==> src/rtl/btpl_ram.sv <==
`default_nettype none
// ============================================================================
// btpl_ram: generic simple dual-port RAM
// One write port and one read port with a registered read.
// ============================================================================

module btpl_ram #(
    parameter int WIDTH = 8,
    parameter int DEPTH = 256
) (
    input  wire logic                     clk,
    input  wire logic                     we,
    input  wire logic [$clog2(DEPTH)-1:0] waddr,
    input  wire logic [WIDTH-1:0]         wdata,
    input  wire logic                     re,
    input  wire logic [$clog2(DEPTH)-1:0] raddr,
    output logic      [WIDTH-1:0]         rdata
);

    logic [WIDTH-1:0] mem [DEPTH];

    // Write port.
    always_ff @(posedge clk)
    begin
        if (we)
        begin
            mem[waddr] <= wdata;
        end
    end

    // Registered read port; the data holds until the next read.
    always_ff @(posedge clk)
    begin
        if (re)
        begin
            rdata <= mem[raddr];
        end
    end

endmodule

`default_nettype wire

==> config.mk <==
export PLATFORM = sky130hd
export DESIGN_NAME = btpl_ram
export DESIGN_NICKNAME = d
export VERILOG_FILES = /design/src/rtl/btpl_ram.sv
export SDC_FILE = /design/constraint.sdc
export NUM_CORES = 2
export LEC_CHECK = 0
export BUFFER_PORTS_ARGS = -buffer_cell sky130_fd_sc_hd__buf_2
export CAP_MARGIN = 20
export CORE_MARGIN = 10
export CORE_UTILIZATION = 40
export CTS_CLUSTER_SIZE = 16
export DETAILED_ROUTE_END_ITERATION = 10
export PLACE_DENSITY = 0.61
export SLEW_MARGIN = 20
export SYNTH_ARGS = -nofsm -noshare
export SYNTH_HDL_FRONTEND = slang
export SYNTH_SLANG_ARGS = --single-unit
==> constraint.sdc <==
create_clock -name clk -period 5.6 [get_ports clk]
set_input_delay 0.84 -clock clk [delete_from_list [all_inputs] [get_ports clk]]
set_output_delay 0.84 -clock clk [all_outputs]
set_load 0.01 [all_outputs]
==> results.md <==
- The share of total power dissipated in the clock network is 0.419.
- The biggest area consumer among synthesized cells is edfxtp_1.
- STA puts the critical path data required time at a little over 6 ns.
- The start-to-end type of the worst setup path is in -> reg.
- The gate count of the mapped netlist is approximately 3700.
- The clock transition at the register clock pins on the worst setup and hold paths after CTS is about 0.07 ns.
- The via count is between 30000 and 40000.
- The final number of max-transition violations came to 0.
- The total net switching power is 6930 uW.
- The met1 track utilization from global routing is 0.261.
- Global routing finished with a remaining overflow of 0.
- The number of antenna violations at the first check in global routing came to 13.
- The via count of the first global-routing pass is between 30000 and 40000.
- The share of total power dissipated in combinational logic is 0.048.
- Counting every sink on the clock net gives 2056.
- The internal power summed over all cells is roughly 25000 uW.
- The count of input and output buffers is 34.
- Dividing the detail-routed wire length by the instance count gives 30.2 um.
- The die covers between 0.2 and 0.25 mm2.
- The max-capacitance violation count is 0.
- The final critical-path share of the clock period is 0.641.
- CTS built an H-tree with a depth of 4.
- Sorting the synthesized cells by area gives the leading types as edfxtp_1 78%, mux4_2 13%, mux2i_1 1.7%.
- The met2 track demand over resource in global routing is 0.280.
- The critical path's slowest cell is nor3_1.
- Counting flops and latches in the post-synthesis netlist gives a little over 2000.
- The worst-case IR drop observed on VDD is roughly 0.29 mV.
- Ranked by instance count, the synthesized netlist is headed by 2056 x edfxtp_1, 454 x mux4_2, 282 x nor2_1.
- Among all flip-flop cells after synthesis, the most frequent one is edfxtp_1.
- The slew at the pin closest to its max-slew limit is 1.22 ns.
- The worst path buffer plus inverter count is 2.
- The die height is between 400 and 500 um.
- The setup clock skew after layout is 0.0455 ns.
- In the final design database the tool counted slightly below 4000 nets.
- The flow ran to the end, and the final reports show no timing, DRC or antenna violations.
- The critical path startpoint category is an input pin.
- Walking the worst path, the cells encountered are buf_8 > or2b_1 > buf_4 > o221ai_1 > o22ai_1 > o32ai_1 > nor3_1 > nor4_1.
- From synthesis to final layout, the design area changed by 12.4%.
- Of all flip-flops after synthesis, the portion carrying an async set or reset was 0.
- Entering global routing, the biggest net connects roughly 160 pins.
- The cell with the most instances after synthesis is edfxtp_1.
- The count of nets left with antenna violations once routing finished came out at 0.
- The path category of the worst min-delay check is in -> reg.
- The clock tree buffer depth is 3.
- The number of rows in the core area is roughly 160.
- The average instance in the mapped netlist occupies approximately 21 um2.
- In this run the power density over the cells is 356 mW/mm2.
- The number of detailed-route iterations in the first pass is 6.
- The clock latency on the worst-skew pair is between 0.8 and 0.9 ns.
- Of the total power, registers draw 0.533.
- Data arrives at the worst endpoint at ~4.2 ns.
- The clock tree root buffer cell is clkbuf_16.
- The die width is between 400 and 500 um.
- At the end of routability-driven placement, the weighted congestion stood at ~0.85.
- The part of the Yosys area used for sequential elements is 0.775.
- The total negative setup slack is 0 ns.
- The half-perimeter wire length after placement is around 120000 um.
- The number of enable-type register cells in the synthesized netlist is approximately 2100.
- The fmax is about 280 MHz.
- The post-route DRC violation count is 0.
- Post-CTS timing repair inserted 0 buffers for setup.
- In the final layout, the share of cells above drive strength 1 is 0.224.
- The time the final worst path needs with I/O delays and setup is around 3.6 ns.
- In this run the cell area of the synthesized design comes to ~0.080 mm2.
- The static power due to leakage is around 0.027 uW.
- When the netlist entered floorplanning its net count stood at ~3800.
- The number of distinct standard cells referenced by the synthesized netlist is 54.
- The count of final hold-check violations is 0.
- The detailed router's first-iteration violation count is a little under 5000.
- The initial utilization of the core area, before any placement, comes to 0.403.
- The worst setup path is captured at a flip-flop.
- Post-CTS repair changed the size of 0 cells.
- The count of hold buffers inserted by post-cts repair is 0.
- The worst setup timing slack at the placement stage is 1.23 ns.
- The total of endpoints with negative setup slack in the final report is 0.
- The total wire length after detailed routing is ~200000 um.
- The Yosys step of the flow raised 0 warnings.
- Setup repair after global routing left no endpoint under its margin.
- The first global-routing pass estimated approximately 290000 um of wire.
- In the post-route analysis, the smallest setup slack over all paths is ~2 ns.
- The I/O pin total is 35.
- Clock tree synthesis inserted a total of roughly 200 buffers.
- The total area inside the core boundary comes to just under 0.2 mm2.
- The met3 track utilization from global routing is 0.0385.
- The mean number of vias per cell is slightly below 6.
- The delay contributed by the slowest stage of the critical path is 0.74 ns.
- Of the post-synthesis cell area, the dominant cell type holds 0.775.
- Along the worst path, the maximum fanout reaches 63.
- The global routing usage summed across all routing layers is 0.182.
- The TritonCTS clock tree is built.
- The kind of cell with the highest combined delay along the critical path is simple AND/OR/NAND/NOR gates.
- In this run the most used layer during global routing was met2.
- The headroom to the max-slew limit is 0.180.
- Of the total power, the share spent switching nets is 0.217.
-- final timing paths --
path               start           to  slack (ns)  cells past startpoint
max             raddr[1]     rdata[5]        2.01                      8
min             wdata[2]  mem[240][2]        0.39                      1
max reg2reg  mem[138][3]     rdata[3]        2.70                      5
min reg2reg  mem[102][7]     rdata[7]        1.10                      5
-- area by class of cell --
class	instances	area (um2)
clock inverters	114	1180
fillers	16300	108000
multi-input cells	1442	16500
flip-flops and latches	2056	61700
repair buffers	151	1420
diodes	2	5.00
clock buffers	262	5370
well taps	2640	3300
inverters	2	7.51
-- logic make-up (layout without fill, tap and decap cells) --
family                 Yosys count  in the layout  share of synthesized area
flip-flops                    2056           2056                      0.775
buffers and inverters          235            529                     0.0183
other                            0              2                          0
AND/OR/NAND/NOR                466            466                     0.0263
AO/OA/AOI/OAI                  385            385                     0.0342
multiplexers                   591            591                      0.146
-- through the flow --
stage | hold slack [ns] | total power, uW | util | std cells | cell area, um2
2_1_floorplan | 0.864 | 18100 | - | 3733 | 79600
3_5_place_dp | 1.08 | 18900 | 0.420 | 6290 | 82900
6_report | 0.390 | 31900 | 0.453 | 6669 | 89500
3_3_place_gp | 1.08 | 18900 | 0.420 | 6288 | 82900
4_1_cts | 0.402 | 32100 | 0.453 | 6666 | 89500
5_1_grt | 0.351 | 32800 | 0.453 | 6668 | 89500
-- registers in the layout, indices dropped and copies added, names as in the netlist --
signal,count
mem,2048
rdata,8
-- power by group through the flow --
| stage | Clock [uW] | Sequential (uW) | Combinational, uW |
|---|---|---|---|
| after global placement | 0 | 17300 | 1520 |
| after floorplan | 0 | 17300 | 824 |
| final | 13400 | 17000 | 1540 |
| after detailed placement | 0 | 17300 | 1540 |
| after CTS | 13500 | 17000 | 1540 |
| after global routing | 14200 | 17000 | 1620 |
-- metal layers --
| metal | up-vias | routed length, um |
|---|---|---|
| li1 | 16000 | - |
| met1 | 20700 | 83900 |
| met2 | 1844 | 93800 |
| met3 | 324 | 17400 |
| met4 | 2 | 6390 |
| met5 | - | 15 |
-- cells in the final DEF, fill, tap and decap left out, types with 4 or more instances in the layout --
master	n
clkinvlp_4	9
buf_2	22
clkinv_2	25
a22oi_1	133
nor2b_1	28
buf_12	19
nand3_1	32
nand2_1	33
edfxtp_1	2056
clkbuf_16	206
nor4_2	4
mux2i_1	134
or2_2	4
a221oi_1	13
nor3_1	22
clkinv_4	4
a21oi_1	96
o22ai_1	28
clkbuf_1	56
nor2_1	277
buf_4	98
clkinv_1	47
o22a_1	5
inv_16	4
nor4_1	23
nand2b_1	8
buf_8	11
and2_1	6
o211ai_1	10
o32ai_1	4
bufinv_16	14
o221ai_1	46
a22o_1	8
a211oi_1	16
nand4_1	10
o21ai_0	10
mux4_2	454
clkinv_16	8
Power figures use the tool's default switching activity.
